### config.mk
export PLATFORM = sky130hd
export DESIGN_NAME = cminus_token_scanner_unit
export DESIGN_NICKNAME = d
export VERILOG_FILES = /design/src/sv/cmts_pkg.sv /design/src/sv/cmts_core.sv /design/src/sv/cminus_token_scanner_unit.sv
export SDC_FILE = /design/constraint.sdc
export NUM_CORES = 1
export LEC_CHECK = 0
export BUFFER_PORTS_ARGS = -buffer_cell sky130_fd_sc_hd__buf_4
export CAP_MARGIN = 20
export CORE_MARGIN = 3
export CORE_UTILIZATION = 30
export CTS_CLUSTER_DIAMETER = 100
export DETAILED_ROUTE_END_ITERATION = 6
export GPL_ROUTABILITY_DRIVEN = 0
export SLEW_MARGIN = 30
export SYNTH_ARGS = -nofsm -noshare
export SYNTH_HDL_FRONTEND = slang
export SYNTH_SLANG_ARGS = --single-unit
### constraint.sdc
create_clock -name clk_i -period 4.25 [get_ports clk_i]
set_input_delay 0.2125 -clock clk_i [delete_from_list [all_inputs] [get_ports clk_i]]
set_output_delay 0.2125 -clock clk_i [all_outputs]
set_load 0.02 [all_outputs]
### src/sv/cmts_pkg.sv
// ----------------------------------------------------------------------------
// C-minus token scanner package
// Token kinds, scanner states, character codes and keyword tables.
// ----------------------------------------------------------------------------
package cmts_pkg;

  localparam int MAX_TOKEN_LENGTH_DEF = 40;
  localparam int FIFO_DEPTH           = 4;
  localparam int KW_NUM               = 6;
  localparam int LEN_W                = 6;
  localparam int LINE_W               = 16;

  typedef enum logic [4:0] {
    TOK_ENDFILE  = 5'd0,
    TOK_ERROR    = 5'd1,
    TOK_IF       = 5'd2,
    TOK_ELSE     = 5'd3,
    TOK_INT      = 5'd4,
    TOK_RETURN   = 5'd5,
    TOK_VOID     = 5'd6,
    TOK_WHILE    = 5'd7,
    TOK_ID       = 5'd8,
    TOK_NUM      = 5'd9,
    TOK_ASSIGN   = 5'd10,
    TOK_EQ       = 5'd11,
    TOK_NE       = 5'd12,
    TOK_LT       = 5'd13,
    TOK_LE       = 5'd14,
    TOK_GT       = 5'd15,
    TOK_GE       = 5'd16,
    TOK_PLUS     = 5'd17,
    TOK_MINUS    = 5'd18,
    TOK_TIMES    = 5'd19,
    TOK_OVER     = 5'd20,
    TOK_LPAREN   = 5'd21,
    TOK_RPAREN   = 5'd22,
    TOK_LBRACKET = 5'd23,
    TOK_RBRACKET = 5'd24,
    TOK_LBRACE   = 5'd25,
    TOK_RBRACE   = 5'd26,
    TOK_SEMI     = 5'd27,
    TOK_COMMA    = 5'd28
  } tok_kind_e;

  typedef enum logic [3:0] {
    ST_START    = 4'd0,
    ST_LT       = 4'd1,
    ST_GT       = 4'd2,
    ST_EQ       = 4'd3,
    ST_BANG     = 4'd4,
    ST_SLASH    = 4'd5,
    ST_COMMENT  = 4'd6,
    ST_COMMSTAR = 4'd7,
    ST_NUM      = 4'd8,
    ST_ID       = 4'd9
  } scan_state_e;

  typedef struct packed {
    tok_kind_e          kind;
    logic [LEN_W-1:0]   length;
    logic [LINE_W-1:0]  line;
    logic               last;
  } token_t;

  // tok0 is the first token of the request; count says how many are valid
  typedef struct packed {
    logic [1:0] count;
    token_t     tok0;
    token_t     tok1;
  } scan_res_t;

  localparam logic [7:0] CH_TAB   = 8'h09;
  localparam logic [7:0] CH_NL    = 8'h0A;
  localparam logic [7:0] CH_SPACE = 8'h20;
  localparam logic [7:0] CH_BANG  = 8'h21;
  localparam logic [7:0] CH_LPAR  = 8'h28;
  localparam logic [7:0] CH_RPAR  = 8'h29;
  localparam logic [7:0] CH_STAR  = 8'h2A;
  localparam logic [7:0] CH_PLUS  = 8'h2B;
  localparam logic [7:0] CH_COMMA = 8'h2C;
  localparam logic [7:0] CH_MINUS = 8'h2D;
  localparam logic [7:0] CH_SLASH = 8'h2F;
  localparam logic [7:0] CH_SEMI  = 8'h3B;
  localparam logic [7:0] CH_LT    = 8'h3C;
  localparam logic [7:0] CH_EQ    = 8'h3D;
  localparam logic [7:0] CH_GT    = 8'h3E;
  localparam logic [7:0] CH_LBRK  = 8'h5B;
  localparam logic [7:0] CH_RBRK  = 8'h5D;
  localparam logic [7:0] CH_LBRC  = 8'h7B;
  localparam logic [7:0] CH_RBRC  = 8'h7D;

  // keyword spellings: if, else, int, return, void, while
  localparam logic [7:0] KW_TEXT [KW_NUM][8] = '{
    '{8'h69, 8'h66, 8'h00, 8'h00, 8'h00, 8'h00, 8'h00, 8'h00},
    '{8'h65, 8'h6C, 8'h73, 8'h65, 8'h00, 8'h00, 8'h00, 8'h00},
    '{8'h69, 8'h6E, 8'h74, 8'h00, 8'h00, 8'h00, 8'h00, 8'h00},
    '{8'h72, 8'h65, 8'h74, 8'h75, 8'h72, 8'h6E, 8'h00, 8'h00},
    '{8'h76, 8'h6F, 8'h69, 8'h64, 8'h00, 8'h00, 8'h00, 8'h00},
    '{8'h77, 8'h68, 8'h69, 8'h6C, 8'h65, 8'h00, 8'h00, 8'h00}
  };
  localparam logic [2:0] KW_LEN [KW_NUM] = '{3'd2, 3'd4, 3'd3, 3'd6, 3'd4, 3'd5};

  function automatic logic is_digit(input logic [7:0] c);
    return c inside {[8'h30:8'h39]};
  endfunction

  function automatic logic is_alpha(input logic [7:0] c);
    return c inside {[8'h41:8'h5A], [8'h61:8'h7A]};
  endfunction

  function automatic logic is_space(input logic [7:0] c);
    return c inside {CH_SPACE, CH_TAB, CH_NL};
  endfunction

  function automatic tok_kind_e single_kind(input logic [7:0] c);
    tok_kind_e k;
    case (c)
      CH_PLUS:  k = TOK_PLUS;
      CH_MINUS: k = TOK_MINUS;
      CH_STAR:  k = TOK_TIMES;
      CH_LPAR:  k = TOK_LPAREN;
      CH_RPAR:  k = TOK_RPAREN;
      CH_LBRK:  k = TOK_LBRACKET;
      CH_RBRK:  k = TOK_RBRACKET;
      CH_LBRC:  k = TOK_LBRACE;
      CH_RBRC:  k = TOK_RBRACE;
      CH_SEMI:  k = TOK_SEMI;
      CH_COMMA: k = TOK_COMMA;
      default:  k = TOK_ERROR;
    endcase
    return k;
  endfunction

endpackage

### src/sv/cmts_core.sv
// ----------------------------------------------------------------------------
// C-minus scanner core
// Scanner state, token length, keyword flags and line counter, with the
// first-pass and rescan next-state logic that yields up to two tokens per request.
// ----------------------------------------------------------------------------
module cmts_core #(
  parameter int MAX_TOKEN_LENGTH = cmts_pkg::MAX_TOKEN_LENGTH_DEF
) (
  input  logic                clk_i,
  input  logic                rst_ni,
  input  logic                accept_i,
  input  logic [7:0]          ch_i,
  input  logic                eof_i,
  output cmts_pkg::scan_res_t res_o
);

  localparam int CNT_W = $clog2(MAX_TOKEN_LENGTH + 1);
  localparam logic [CNT_W-1:0] CNT_MAX = CNT_W'(MAX_TOKEN_LENGTH);
  localparam logic [cmts_pkg::KW_NUM-1:0] KM_ALL = '1;

  typedef struct packed {
    logic                  emit;
    cmts_pkg::tok_kind_e   kind;
    logic [CNT_W-1:0]      len;
    cmts_pkg::scan_state_e state;
    logic [CNT_W-1:0]      cnt;
    logic [cmts_pkg::KW_NUM-1:0] km;
  } pass_t;

  cmts_pkg::scan_state_e             state_q, state_d;
  logic [CNT_W-1:0]                  cnt_q, cnt_d;
  logic [cmts_pkg::KW_NUM-1:0]       km_q, km_d;
  logic [cmts_pkg::LINE_W-1:0]       line_q, line_d;

  pass_t sp;
  pass_t p1;
  logic  rescan;
  logic  two;

  // drop keyword flags that the letter c at position cnt rules out
  function automatic logic [cmts_pkg::KW_NUM-1:0] match_letter(
    input logic [cmts_pkg::KW_NUM-1:0] km,
    input logic [CNT_W-1:0]            cnt,
    input logic [7:0]                  c
  );
    logic [cmts_pkg::KW_NUM-1:0] r;
    r = km;
    for (int k = 0; k < cmts_pkg::KW_NUM; k++) begin
      if (cnt >= CNT_W'(cmts_pkg::KW_LEN[k]) || cmts_pkg::KW_TEXT[k][cnt[2:0]] != c) begin
        r[k] = 1'b0;
      end
    end
    return r;
  endfunction

  function automatic cmts_pkg::tok_kind_e id_kind(
    input logic [cmts_pkg::KW_NUM-1:0] km,
    input logic [CNT_W-1:0]            cnt
  );
    cmts_pkg::tok_kind_e r;
    r = cmts_pkg::TOK_ID;
    for (int k = cmts_pkg::KW_NUM - 1; k >= 0; k--) begin
      if (km[k] && cnt == CNT_W'(cmts_pkg::KW_LEN[k])) begin
        r = cmts_pkg::tok_kind_e'(5'(int'(cmts_pkg::TOK_IF) + k));
      end
    end
    return r;
  endfunction

  // scan from the start state; used for the first pass in the start state
  // and for the second pass after a token was closed
  always_comb begin
    sp.emit  = 1'b0;
    sp.kind  = cmts_pkg::TOK_ERROR;
    sp.len   = CNT_W'(1);
    sp.state = cmts_pkg::ST_START;
    sp.cnt   = '0;
    sp.km    = KM_ALL;
    if (eof_i) begin
      sp.emit = 1'b1;
      sp.kind = cmts_pkg::TOK_ENDFILE;
      sp.len  = '0;
    end else if (cmts_pkg::is_digit(ch_i)) begin
      sp.state = cmts_pkg::ST_NUM;
      sp.cnt   = CNT_W'(1);
    end else if (cmts_pkg::is_alpha(ch_i)) begin
      sp.state = cmts_pkg::ST_ID;
      sp.cnt   = CNT_W'(1);
      sp.km    = match_letter(KM_ALL, '0, ch_i);
    end else if (cmts_pkg::is_space(ch_i)) begin
      sp.state = cmts_pkg::ST_START;
    end else if (ch_i == cmts_pkg::CH_SLASH) begin
      sp.state = cmts_pkg::ST_SLASH;
    end else if (ch_i == cmts_pkg::CH_LT) begin
      sp.state = cmts_pkg::ST_LT;
    end else if (ch_i == cmts_pkg::CH_GT) begin
      sp.state = cmts_pkg::ST_GT;
    end else if (ch_i == cmts_pkg::CH_EQ) begin
      sp.state = cmts_pkg::ST_EQ;
    end else if (ch_i == cmts_pkg::CH_BANG) begin
      sp.state = cmts_pkg::ST_BANG;
    end else begin
      sp.emit = 1'b1;
      sp.kind = cmts_pkg::single_kind(ch_i);
    end
  end

  // first pass from the current state
  always_comb begin
    logic is_eq;
    is_eq    = !eof_i && ch_i == cmts_pkg::CH_EQ;
    p1.emit  = 1'b0;
    p1.kind  = cmts_pkg::TOK_ERROR;
    p1.len   = CNT_W'(1);
    p1.state = cmts_pkg::ST_START;
    p1.cnt   = '0;
    p1.km    = KM_ALL;
    rescan   = 1'b0;
    case (state_q)
      cmts_pkg::ST_LT: begin
        p1.emit = 1'b1;
        p1.kind = is_eq ? cmts_pkg::TOK_LE : cmts_pkg::TOK_LT;
        p1.len  = is_eq ? CNT_W'(2) : CNT_W'(1);
        rescan  = !is_eq;
      end
      cmts_pkg::ST_GT: begin
        p1.emit = 1'b1;
        p1.kind = is_eq ? cmts_pkg::TOK_GE : cmts_pkg::TOK_GT;
        p1.len  = is_eq ? CNT_W'(2) : CNT_W'(1);
        rescan  = !is_eq;
      end
      cmts_pkg::ST_EQ: begin
        p1.emit = 1'b1;
        p1.kind = is_eq ? cmts_pkg::TOK_EQ : cmts_pkg::TOK_ASSIGN;
        p1.len  = is_eq ? CNT_W'(2) : CNT_W'(1);
        rescan  = !is_eq;
      end
      cmts_pkg::ST_BANG: begin
        // a lone bang is an error and the byte is scanned again
        p1.emit = 1'b1;
        p1.kind = is_eq ? cmts_pkg::TOK_NE : cmts_pkg::TOK_ERROR;
        p1.len  = is_eq ? CNT_W'(2) : CNT_W'(1);
        rescan  = !is_eq;
      end
      cmts_pkg::ST_SLASH: begin
        if (!eof_i && ch_i == cmts_pkg::CH_STAR) begin
          p1.state = cmts_pkg::ST_COMMENT;
        end else begin
          p1.emit = 1'b1;
          p1.kind = cmts_pkg::TOK_OVER;
          rescan  = 1'b1;
        end
      end
      cmts_pkg::ST_COMMENT: begin
        if (eof_i) begin
          p1.emit = 1'b1;
          p1.kind = cmts_pkg::TOK_ENDFILE;
          p1.len  = '0;
        end else begin
          p1.state = (ch_i == cmts_pkg::CH_STAR) ? cmts_pkg::ST_COMMSTAR : cmts_pkg::ST_COMMENT;
        end
      end
      cmts_pkg::ST_COMMSTAR: begin
        if (eof_i) begin
          p1.emit = 1'b1;
          p1.kind = cmts_pkg::TOK_ENDFILE;
          p1.len  = '0;
        end else if (ch_i == cmts_pkg::CH_SLASH) begin
          p1.state = cmts_pkg::ST_START;
        end else if (ch_i == cmts_pkg::CH_STAR) begin
          p1.state = cmts_pkg::ST_COMMSTAR;
        end else begin
          p1.state = cmts_pkg::ST_COMMENT;
        end
      end
      cmts_pkg::ST_NUM: begin
        if (!eof_i && cmts_pkg::is_digit(ch_i)) begin
          p1.state = cmts_pkg::ST_NUM;
          p1.cnt   = (cnt_q < CNT_MAX) ? cnt_q + CNT_W'(1) : cnt_q;
          p1.km    = km_q;
        end else begin
          p1.emit = 1'b1;
          p1.kind = cmts_pkg::TOK_NUM;
          p1.len  = cnt_q;
          rescan  = 1'b1;
        end
      end
      cmts_pkg::ST_ID: begin
        if (!eof_i && cmts_pkg::is_alpha(ch_i)) begin
          p1.state = cmts_pkg::ST_ID;
          p1.cnt   = (cnt_q < CNT_MAX) ? cnt_q + CNT_W'(1) : cnt_q;
          p1.km    = match_letter(km_q, cnt_q, ch_i);
        end else begin
          p1.emit = 1'b1;
          p1.kind = id_kind(km_q, cnt_q);
          p1.len  = cnt_q;
          rescan  = 1'b1;
        end
      end
      default: begin
        p1 = sp;
      end
    endcase
  end

  always_comb begin
    two = p1.emit && rescan && sp.emit;

    state_d = rescan ? sp.state : p1.state;
    cnt_d   = rescan ? sp.cnt   : p1.cnt;
    km_d    = rescan ? sp.km    : p1.km;

    line_d = line_q;
    if (!eof_i && ch_i == cmts_pkg::CH_NL && line_q != '1) begin
      line_d = line_q + cmts_pkg::LINE_W'(1);
    end

    res_o.count = two ? 2'd2 : ((p1.emit || (rescan && sp.emit)) ? 2'd1 : 2'd0);

    res_o.tok0.kind   = p1.emit ? p1.kind : sp.kind;
    res_o.tok0.length = cmts_pkg::LEN_W'(p1.emit ? p1.len : sp.len);
    res_o.tok0.line   = line_q;
    res_o.tok0.last   = !two;

    res_o.tok1.kind   = sp.kind;
    res_o.tok1.length = cmts_pkg::LEN_W'(sp.len);
    res_o.tok1.line   = line_q;
    res_o.tok1.last   = 1'b1;
  end

  always_ff @(posedge clk_i or negedge rst_ni) begin
    if (!rst_ni) begin
      state_q <= cmts_pkg::ST_START;
      cnt_q   <= '0;
      km_q    <= KM_ALL;
      line_q  <= cmts_pkg::LINE_W'(1);
    end else if (accept_i) begin
      state_q <= state_d;
      cnt_q   <= cnt_d;
      km_q    <= km_d;
      line_q  <= line_d;
    end
  end

endmodule

### src/sv/cminus_token_scanner_unit.sv
// ----------------------------------------------------------------------------
// C-minus token scanner unit
// Lexical scanner for C-minus source: one byte or end-of-file mark per
// request in, tokens with kind, length and line number out.
// ----------------------------------------------------------------------------
// Usage:
//   Slave channel: one source byte per request in s_axis_tdata, with
//   s_axis_tuser set to mark end of file instead of a byte.
//   Master channel: one token per request; m_axis_tlast marks the last
//   token caused by one input request. A request gives zero, one or two
//   tokens (a byte that closes a pending token is scanned again).
//   Queue: the tokens of a request are written into the result queue
//   when its byte is taken; the master side reads from the queue head.
//   Throughput: one byte per cycle while s_axis_tready is high. Tokens
//   drain through a four-entry result queue at one per cycle while the
//   receiver is ready, so an input request that yields two tokens takes longer to drain.
//   s_axis_tready is high while the queue has room for two tokens; bytes
//   keep flowing while results wait, and a stalled receiver holds the
//   queue and finally the input.
//   Reset: scanner goes to the start state, line counter to one, queue
//   empties.
// ----------------------------------------------------------------------------
module cminus_token_scanner_unit #(
  parameter int MAX_TOKEN_LENGTH = cmts_pkg::MAX_TOKEN_LENGTH_DEF
) (
  input  logic        clk_i,
  input  logic        rst_ni,
  input  logic        s_axis_tvalid,
  output logic        s_axis_tready,
  input  logic [7:0]  s_axis_tdata,   // [7:0] ch
  input  logic        s_axis_tuser,   // [0] end_of_file
  output logic        m_axis_tvalid,
  input  logic        m_axis_tready,
  output logic [31:0] m_axis_tdata,   // [4:0] token_kind, [10:5] token_length,
                                      // [26:11] line_number, [31:27] zero
  output logic        m_axis_tlast    // last
);

  localparam int PTR_W = $clog2(cmts_pkg::FIFO_DEPTH);
  localparam int CNT_W = $clog2(cmts_pkg::FIFO_DEPTH + 1);

  cmts_pkg::scan_res_t res;
  cmts_pkg::token_t    fifo_q [cmts_pkg::FIFO_DEPTH];
  cmts_pkg::token_t    head;
  logic [PTR_W-1:0]    wr_ptr_q, wr_ptr_d, rd_ptr_q, rd_ptr_d;
  logic [CNT_W-1:0]    cnt_q, cnt_d;
  logic                accept;
  logic                pop;
  logic [1:0]          push_n;

  assign accept = s_axis_tvalid && s_axis_tready;

  cmts_core #(
    .MAX_TOKEN_LENGTH(MAX_TOKEN_LENGTH)
  ) u_core (
    .clk_i    (clk_i),
    .rst_ni   (rst_ni),
    .accept_i (accept),
    .ch_i     (s_axis_tdata),
    .eof_i    (s_axis_tuser),
    .res_o    (res)
  );

  assign s_axis_tready = cnt_q <= CNT_W'(cmts_pkg::FIFO_DEPTH - 2);
  assign m_axis_tvalid = cnt_q != '0;
  assign pop           = m_axis_tvalid && m_axis_tready;
  assign head          = fifo_q[rd_ptr_q];
  assign m_axis_tdata  = {5'd0, head.line, head.length, head.kind};
  assign m_axis_tlast  = head.last;

  always_comb begin
    push_n   = accept ? res.count : 2'd0;
    wr_ptr_d = wr_ptr_q + PTR_W'(push_n);
    rd_ptr_d = rd_ptr_q + PTR_W'(pop);
    cnt_d    = cnt_q + CNT_W'(push_n) - CNT_W'(pop);
  end

  always_ff @(posedge clk_i or negedge rst_ni) begin
    if (!rst_ni) begin
      wr_ptr_q <= '0;
      rd_ptr_q <= '0;
      cnt_q    <= '0;
    end else begin
      wr_ptr_q <= wr_ptr_d;
      rd_ptr_q <= rd_ptr_d;
      cnt_q    <= cnt_d;
    end
  end

  // queue payload; tok1 goes behind tok0
  always_ff @(posedge clk_i) begin
    if (push_n != 2'd0) begin
      fifo_q[wr_ptr_q] <= res.tok0;
    end
    if (push_n == 2'd2) begin
      fifo_q[wr_ptr_q + PTR_W'(1)] <= res.tok1;
    end
  end

  a_no_overflow : assert property (@(posedge clk_i) disable iff (!rst_ni)
    cnt_q <= CNT_W'(cmts_pkg::FIFO_DEPTH))
    else $error("token queue overflow");

  a_pair_last : assert property (@(posedge clk_i) disable iff (!rst_ni)
    res.count == 2'd2 |-> !res.tok0.last && res.tok1.last)
    else $error("last flag wrong on token pair");

  a_eof_last : assert property (@(posedge clk_i) disable iff (!rst_ni)
    m_axis_tvalid && head.kind == cmts_pkg::TOK_ENDFILE |-> m_axis_tlast)
    else $error("end-of-file token not last of its request");

  a_token_shows : assert property (@(posedge clk_i) disable iff (!rst_ni)
    accept && res.count != 2'd0 |=> m_axis_tvalid)
    else $error("token lost after request");

endmodule
==> impl_metrics.tcl, run 1 <==
set metrics [dict create \
    maxSlewHeadroom_pct 43.0 \
    ys.flop_type "edfxtp_1" \
    yosysWarnings 0 \
    post-dp-hpwl_um 14500 \
    grt_max_degree 40 \
    root_buffer "clkbuf_16" \
    highest_layer "met4" \
    cts.htree.levels 4 \
    wl_met2_um 10000 \
    met1_length_um 9650 \
    worst_pin_slew_ps 846 \
    yosys-top-cells-count "edfxtp_1, and2_1, nand2_1, nor2_1, o21ai_0" \
    synth_top_cell_area_share_pct 31.0 \
    portBuffers 42 \
    syn_area_sq_um 8510 \
    path_clk_slew_ps 70 \
    wl_met3_um 980 \
    async_flop_share_pct 25.8 \
    end_kind "flop" \
    drt_pass1_iterations 5 \
    yosysMostFrequentCell "edfxtp_1" \
    max-cap-violations 0 \
    antenna_found_initial 0 \
    fp.dieH_um 174 \
    floorplan.die_area_sq_um 30400 \
    finalHoldViolCount 0 \
    synth.area.top_cells "edfxtp_1, dfrtp_1, mux4_2" \
    cts_buffer_depth 2 \
    crit_type "flop to flop" \
    yosys.area.top_type "edfxtp_1" \
    core_area_sq_um 27900 \
    finalClockSkew_ps 10.4 \
    cts_buffers 17 \
    power_density_nw_per_um2 606 \
    synth_seq_cells 151 \
    die_w_um 174 \
    slew_viol_final 0 \
    post_cts_buffers 0 \
    cts_tree "done" \
    vias_per_cell 5.20 \
    antenna_cells 0 \
    placedCellCount 1172 \
    io_pins 48 \
    drt_iter0_drc 537 \
    critPathMaxStageDelay_ps 630 \
    num_vias 6262 \
    fin_crit_ps 3430 \
    status "complete, no violations" \
    cts_resized 0 \
    hold_buffers 1 \
    worstPathCellList "or4b_1 -> a41oi_1 -> a21oi_2 -> nand3b_4 -> mux2i_1 -> and3_1 -> inv_1 -> ha_1 -> inv_1 -> ha_1 -> inv_1 -> fa_1 -> xor2_1 -> xnor2_1" \
    clk_latency_ps 420 \
    hp-class "primary input to flop" \
    synth_edf_count 88 \
    ir_worst_vdd_mv 0.349 \
    r2r_slack_ps 820 \
    synth_cell_type_count 82 \
    critPathCapture "cnt_q[2]$_DFF_PN0_" \
    syn_to_final_growth_pct 15.1 \
    finalCritPeriodShare_pct 80.7 \
    grt_setup_unrepaired "no" \
    drive_above_1_share_pct 17.7 \
    fp-row-count 61 \
    reg2regPathDepth 14 \
    p_leak_nw 3.55 \
    drcViolationCount 0 \
    cp-startpoint "u_core.state_q[0]$_DFFE_PN0P_" \
    critPathMaxFanout 20 \
    cts.sinks 151 \
    finalSetupTns_ps 0 \
    setup.worst_path.start_class "flop" \
    r2r_start "u_core.state_q[0]$_DFFE_PN0P_" \
    final_nets 841 \
    crit_required_ps 4550 \
    routedWlPerCell_um 17.4 \
    grt.total_usage_pct 13.9 \
    postSynthCellCount 788 \
    cpMostUsedCell "inv_1" \
    nFillCells 2787 \
    avgSynthCellArea_sq_um 10.8 \
    grt_pass1_wl_um 33500 \
    ant_nets 0 \
    clock.fmax_mhz 292 \
    layoutNonFillerInstCount 1205 \
    wl_um 21000 \
    grt_pass1_vias 6018 \
    grt_overflow 0 \
    ys_seq_area_share_pct 48.3 \
    worstPathArrival_ps 3730 \
    rr_endpoint "cnt_q[2]$_DFF_PN0_" \
    start_util_pct 30.6 \
    slowest_stage "or4b_1" \
    setup_viol 0 \
]
## critical path, delay by kind of cell, from the launching register on
kind | cells | cell delay, ps
AND/OR/NAND/NOR | 3 | 980
adder cells (fa/ha/maj) | 3 | 720
flip-flops | 1 | 580
AO/OA/AOI/OAI | 2 | 510
XOR/XNOR | 2 | 280
buffers and inverters | 3 | 160
multiplexers | 1 | 90
## per-layer routing
metal  vias to the layer above  GRT usage, %
li1                       2986             -
met1                      3065          19.1
met2                       183          22.6
met3                        28          2.60
met4                         0          3.49
met5                         -             0
## cell families after synthesis
group	count (synthesis)	synth area share, %
AOI/OAI and AO/OA	160	12.6
xor gates and xnor gates	35	3.60
adders and majority gates	14	2.15
buffers and inverters	79	3.98
DFF	151	48.3
muxes	47	9.72
other	1	0.0441
and+or+nand+nor	301	19.6
## power by group
part / internal (mW) / switching [mW]
Clock: 0.784 / 0.683
Sequential: 1.89 / 0.264
Combinational: 0.979 / 1.33
Total: 3.66 / 2.28
## cell usage in the layout, fill, tap and decap left out, drive strengths merged, types with 27 or more instances in the layout
master,netlist,layout
edfxtp,88,88
buf,29,61
and2,59,59
nand2,50,50
nor2,45,45
o21ai,38,38
dfrtp,32,32
nand3,30,30
o22ai,28,28
mux4,28,28
inv,19,28
nor2b,27,27
## final cells by class
class	instances	area (sq um)	share of cell area [%]
inverter	20	75.1	0.766
clock buffer	17	425	4.34
tap	378	473	4.83
sequential	151	4110	41.9
clock inverter	15	156	1.60
multi-input combinational	562	4080	41.6
timing repair buffer	62	480	4.90
## metrics by stage
step           hold slack, ps  setup slack, ps  power (mW)  util [%]  instance area, sq um
2_1_floorplan           -83.1             1190        3.72         -                  8530
3_3_place_gp              241              759        4.49      33.1                  9210
3_5_place_dp              247              685        4.53      33.1                  9210
4_1_cts                   188              843        6.00      35.2                  9800
5_1_grt                   190              576        6.29      35.2                  9800
6_report                  205              820        5.94      35.2                  9800
## worst min path at each step
stage                                   to           from  cells past startpoint  slack (ps)
3_5_place_dp   u_core.cnt_q[0]$_DFFE_PN0P_         rst_ni                      1         250
3_3_place_gp   u_core.cnt_q[0]$_DFFE_PN0P_         rst_ni                      1         240
2_1_floorplan           cnt_q[0]$_DFF_PN0_         rst_ni                      0         -80
4_1_cts            fifo_q[3][17]$_DFFE_PP_   s_axis_tuser                      2         190
6_report             rd_ptr_q[0]$_DFF_PN0_  m_axis_tready                      3         200
5_1_grt            fifo_q[3][17]$_DFFE_PP_   s_axis_tuser                      2         190
## state kept, by name (all words and copies together), names as in the netlist
name / count
u_core.km_q: 6
u_core.cnt_q: 6
fifo_q: 112
cnt_q: 3
rd_ptr_q: 2
u_core.line_q: 16
wr_ptr_q: 2
u_core.state_q: 4
Power figures use the tool's default switching activity.
==> run 2, diff against run 1 <==
==> constraint.sdc (replaced) <==
create_clock -name clk_i -period 3.5 [get_ports clk_i]
set_input_delay 0.175 -clock clk_i [delete_from_list [all_inputs] [get_ports clk_i]]
set_output_delay 0.175 -clock clk_i [all_outputs]
set_load 0.02 [all_outputs]
==> run 2 against run 1 <==
Worst setup slack worse by 530 ps. Fmax is 6.7% higher. Combinational power is 28% higher. Wire length is 2.5% higher. Sequential power is 18% higher. Clock skew is 1.4 ps higher. Final area is 1.8% higher. Core utilization is 0.64 points higher. Non-clock buffer count is 18 higher.
==> impl_metrics.tcl, run 2 (synthesized netlist as in run 1, its figures left out) <==
set metrics [dict create \
    status "complete, no violations" \
    reg2regPathDepth 13 \
    slew_viol_final 0 \
    core_area_sq_um 27900 \
    post-dp-hpwl_um 15100 \
    cts_buffers 17 \
    final_nets 859 \
    top_register "fifo_q" \
    ant_nets 0 \
    cts.sinks 151 \
    path_clk_slew_ps 70 \
    setup.worst_path.start_class "flop" \
    drive_above_1_share_pct 19.5 \
    grt_pass1_vias 6217 \
    grt_setup_unrepaired "no" \
    place_area_sq_um 9340 \
    maxSlewHeadroom_pct 51.0 \
    r2r_start "u_core.state_q[0]$_DFFE_PN0P_" \
    syn_to_final_growth_pct 17.2 \
    root_buffer "clkbuf_16" \
    num_vias 6382 \
    fin_crit_ps 3210 \
    max-cap-violations 0 \
    setup_viol 0 \
    wl_um 21500 \
    floorplan.die_area_sq_um 30400 \
    finalSetupTns_ps 0 \
    portBuffers 42 \
    drcViolationCount 0 \
    critPathMaxFanout 5 \
    final_cell_mix "edfxtp_1, buf_4, and2_1" \
    antenna_cells 0 \
    antenna_found_initial 0 \
    power_density_nw_per_um2 737 \
    clk_latency_ps 430 \
    io_pins 48 \
    drt_iter0_drc 584 \
    routedWlPerCell_um 17.6 \
    grt_max_degree 40 \
    r2r_slack_ps 290 \
    post_cts_buffers 0 \
    grt.total_usage_pct 14.4 \
    largest_reg_flops 112 \
    critPathCapture "cnt_q[2]$_DFF_PN0_" \
    drt_pass1_iterations 5 \
    grt_pass1_wl_um 34700 \
    fp.dieH_um 174 \
    die_w_um 174 \
    worst_pin_slew_ps 727 \
    ir_worst_vdd_mv 0.402 \
    layout_commonest_cell "edfxtp_1" \
    vias_per_cell 5.22 \
    worstPathArrival_ps 3520 \
    end_kind "flop" \
    grt_overflow 0 \
    crit_required_ps 3810 \
    cp-startpoint "u_core.state_q[0]$_DFFE_PN0P_" \
    start_util_pct 30.6 \
    largestRegisters "fifo_q: 112 flops, u_core.line_q: 16 flops" \
    finalClockSkew_ps 11.8 \
    cts_resized 0 \
    cts_buffer_depth 2 \
    cts_tree "done" \
    hp-class "primary input to flop" \
    cts.htree.levels 4 \
    finalCritPeriodShare_pct 91.8 \
    rr_endpoint "cnt_q[2]$_DFF_PN0_" \
    crit_type "flop to flop" \
    p_leak_nw 3.66 \
    finalHoldViolCount 0 \
    fp-row-count 61 \
    postLayoutCellArea_sq_um 9980 \
    clock.fmax_mhz 311 \
]
run 2: worst min-delay path by stage:
stage	slack, ps	from	cells after the start	endpoint
final	140	m_axis_tready	3	rd_ptr_q[0]$_DFF_PN0_
after floorplan	-120	rst_ni	0	cnt_q[0]$_DFF_PN0_
after global placement	200	rst_ni	1	u_core.state_q[1]$_DFFE_PN0P_
after CTS	140	m_axis_tready	3	rd_ptr_q[0]$_DFF_PN0_
after global routing	150	m_axis_tready	3	rd_ptr_q[0]$_DFF_PN0_
after detailed placement	210	rst_ni	1	u_core.state_q[0]$_DFFE_PN0P_
run 2: stage by stage:
stage                     setup WS, ps  utilization [%]  total power, mW  hold WS [ps]  std cells
after floorplan                    479                -             4.51          -121        792
after global placement             272             33.5             5.53           198       1190
after detailed placement           186             33.5             5.57           214       1190
after CTS                          285             35.8             7.42           138       1223
after global routing              73.3             35.8             7.79           151       1223
final                              286             35.8             7.35           141       1223
run 2: area by class of cell:
class / instances / area (sq um)
Fill cell: 2795 / 17900
Sequential cell: 151 / 4110
Multi-Input combinational cell: 562 / 4080
Timing Repair Buffer: 80 / 616
Tap cell: 378 / 473
Clock buffer: 17 / 425
Clock inverter: 15 / 199
Inverter: 20 / 75.1
run 2: critical path, cell delays in order (launching register included):
cell and delay (ps):
dfrtp_1 380, or4b_1 560, a41oi_1 400, a21oi_2 140
nand2_1 180, and3_1 210, inv_1 60, ha_1 280
inv_1 50, ha_1 130, inv_1 50, fa_1 380
xor2_1 160, xnor2_1 120
run 2: routing by layer:
| layer | share of wire [%] | track usage (%) | routed length, um |
|---|---|---|---|
| met1 | 45 | 19.8 | 9760 |
| met4 | 1.3 | 3.52 | 276 |
| met3 | 4.9 | 2.25 | 1060 |
| met2 | 48 | 23.8 | 10400 |
| met5 | 0 | 0 | 0 |
run 2: timing repair:
| item | in CTS | in global routing |
|---|---|---|
| hold buffers | 1 | 0 |
| setup endpoints to repair | 0 | 0 |
| endpoints found under the hold margin | 32 | 0 |
run 2: report_power, final:
group / internal, mW / total, mW / switching (mW)
Combinational: 1.25 / 2.95 / 1.70
Clock: 0.980 / 1.85 / 0.872
Sequential: 2.30 / 2.55 / 0.253
==> run 3, diff against run 2 <==
--- a/config.mk
+++ b/config.mk
@@ -7,6 +7,7 @@
 export LEC_CHECK = 0
 export BUFFER_PORTS_ARGS = -buffer_cell sky130_fd_sc_hd__buf_4
 export CAP_MARGIN = 20
+export CORE_ASPECT_RATIO = 0.6
 export CORE_MARGIN = 3
 export CORE_UTILIZATION = 30
 export CTS_CLUSTER_DIAMETER = 100
==> run 3 against run 2 <==
Clock power down 5%. Critical path depth unchanged. Via count up 2.3%. Core utilization about the same. Final cell count down 0.49%. Clock skew about the same. Highest routed layer is now met5.
==> impl_metrics.tcl, run 3 (synthesized netlist as in run 1, its figures left out) <==
set metrics [dict create \
    status "complete, no violations" \
    max-cap-violations 0 \
    grt_pass1_wl_um 37200 \
    worstPathCellList "or4b_1 -> a41oi_2 -> a21oi_2 -> nand2_1 -> and3_1 -> inv_1 -> ha_1 -> inv_1 -> ha_1 -> inv_1 -> fa_1 -> xor2_1 -> xnor2_1" \
    r2r_slack_ps 330 \
    post-dp-hpwl_um 17100 \
    crit_family "simple AND/OR/NAND/NOR gates" \
    drt_pass1_iterations 7 \
    crit_required_ps 3840 \
    drive_above_1_share_pct 20.1 \
    r2r_start "u_core.state_q[0]$_DFFE_PN0P_" \
    start_util_pct 30.7 \
    hp-class "primary input to flop" \
    hold_depth 2 \
    power_density_nw_per_um2 746 \
    finalClockSkew_ps 11.6 \
    num_vias 6529 \
    cts_buffers 17 \
    ant_nets 0 \
    largest_reg_flops 112 \
    drcViolationCount 0 \
    cts_buffer_depth 2 \
    min-delay-start "s_axis_tuser" \
    vias_per_cell 5.36 \
    critPathMaxStageDelay_ps 600 \
    clk_latency_ps 430 \
    critPathMaxFanout 5 \
    path_clk_slew_ps 70 \
    finish.utilization_pct 35.8 \
    clock.fmax_mhz 315 \
    antenna_cells 0 \
    rr_endpoint "cnt_q[2]$_DFF_PN0_" \
    finalHoldViolCount 0 \
    cts.sinks 151 \
    fp.dieH_um 136 \
    setup_viol 0 \
    grt_overflow 0 \
    routedWlPerCell_um 19.5 \
    hold_end "fifo_q[0][17]$_DFFE_PP_" \
    final_nets 864 \
    fin_crit_ps 3170 \
    grt_max_degree 40 \
    grt_setup_unrepaired "no" \
    portBuffers 42 \
    worst-path-buf-inv 3 \
    finalSetupTns_ps 0 \
    cpMostUsedCell "inv_1" \
    crit_type "flop to flop" \
    syn_to_final_growth_pct 16.8 \
    antenna_found_initial 1 \
    finalCritPeriodShare_pct 90.6 \
    wl_um 23700 \
    reg2regPathDepth 13 \
    cts_tree "done" \
    core_area_sq_um 27800 \
    worstPathArrival_ps 3510 \
    worst_pin_slew_ps 748 \
    p_leak_nw 3.65 \
    root_buffer "clkbuf_16" \
    slew_viol_final 0 \
    cts.htree.levels 4 \
    fp-row-count 47 \
    largestRegisters "fifo_q: 112 flops, u_core.line_q: 16 flops" \
    grt_pass1_vias 6131 \
    final_cell_mix "edfxtp_1, buf_4, and2_1" \
    io_pins 48 \
    floorplan.die_area_sq_um 30500 \
    end_kind "flop" \
    drt_iter0_drc 929 \
    layout_commonest_cell "edfxtp_1" \
    ir_worst_vdd_mv 0.320 \
    top_register "fifo_q" \
    slowest_stage "or4b_1" \
    maxSlewHeadroom_pct 49.4 \
    die_w_um 223 \
    grt.total_usage_pct 15.9 \
    setup.worst_path.start_class "flop" \
    post_cts_buffers 0 \
]
-- run 3: changes by cell type in the layout (fill, tap and decap cells not counted) --
cell | previous run | this run
clkinv_4 | 3 | 2
clkinvlp_4 | 0 | 4
inv_6 | 1 | 6
buf_4 | 78 | 83
a41oi_2 | 0 | 1
a41oi_1 | 4 | 3
clkinv_8 | 6 | 0
inv_12 | 2 | 0
-- run 3: cell type report --
type | instances | area, sq um
fillers | 2742 | 17800
flip-flops and latches | 151 | 4110
multi-input cells | 562 | 4090
repair buffers | 85 | 653
well taps | 367 | 459
clock buffers | 17 | 425
clock inverters | 15 | 134
inverters | 20 | 75.1
-- run 3: power breakdown --
part | internal, mW | switching (mW) | total (mW) | leakage, nW
Combinational | 1.30 | 1.86 | 3.17 | 1.91
Sequential | 2.30 | 0.200 | 2.50 | 1.47
Clock | 0.936 | 0.819 | 1.76 | 0.264
Total | 4.54 | 2.88 | 7.42 | 3.65
-- run 3: per-stage QoR --
step	cells	hold slack [ps]	power (mW)	area, sq um	setup slack, ps
after global routing	1217	142	7.86	9940	131
after detailed placement	1184	221	5.70	9370	246
after CTS	1217	127	7.47	9940	250
after global placement	1184	226	5.68	9370	238
final	1217	145	7.42	9940	328
after floorplan	792	-121	4.51	8530	479
-- run 3: how the worst max path moves through the flow --
stage	start	depth (start not counted)	endpoint	slack (ps)
2_1_floorplan	s_axis_tdata[5]	15	cnt_q[2]$_DFF_PN0_	480
3_3_place_gp	s_axis_tdata[4]	15	cnt_q[2]$_DFF_PN0_	240
3_5_place_dp	s_axis_tdata[4]	15	cnt_q[2]$_DFF_PN0_	250
4_1_cts	u_core.state_q[0]$_DFFE_PN0P_	13	cnt_q[2]$_DFF_PN0_	250
5_1_grt	u_core.state_q[0]$_DFFE_PN0P_	13	cnt_q[2]$_DFF_PN0_	130
6_report	u_core.state_q[0]$_DFFE_PN0P_	13	cnt_q[2]$_DFF_PN0_	330
-- run 3: timing repair --
action,4_1_cts,5_1_grt
endpoints found under the hold margin,32,0
endpoints found under the setup margin,0,1
resized for setup,0,1
hold buffers,1,0
-- run 3: metal layers --
| layer | GRT usage, % | vias to the layer above | wire (um) | share of wire [%] |
|---|---|---|---|---|
| li1 | - | 3041 | - | - |
| met1 | 25.2 | 3199 | 12100 | 51 |
| met2 | 21.0 | 268 | 9280 | 39 |
| met3 | 4.42 | 19 | 2150 | 9.1 |
| met4 | 3.23 | 2 | 204 | 0.86 |
| met5 | 0 | - | 9 | 0.038 |
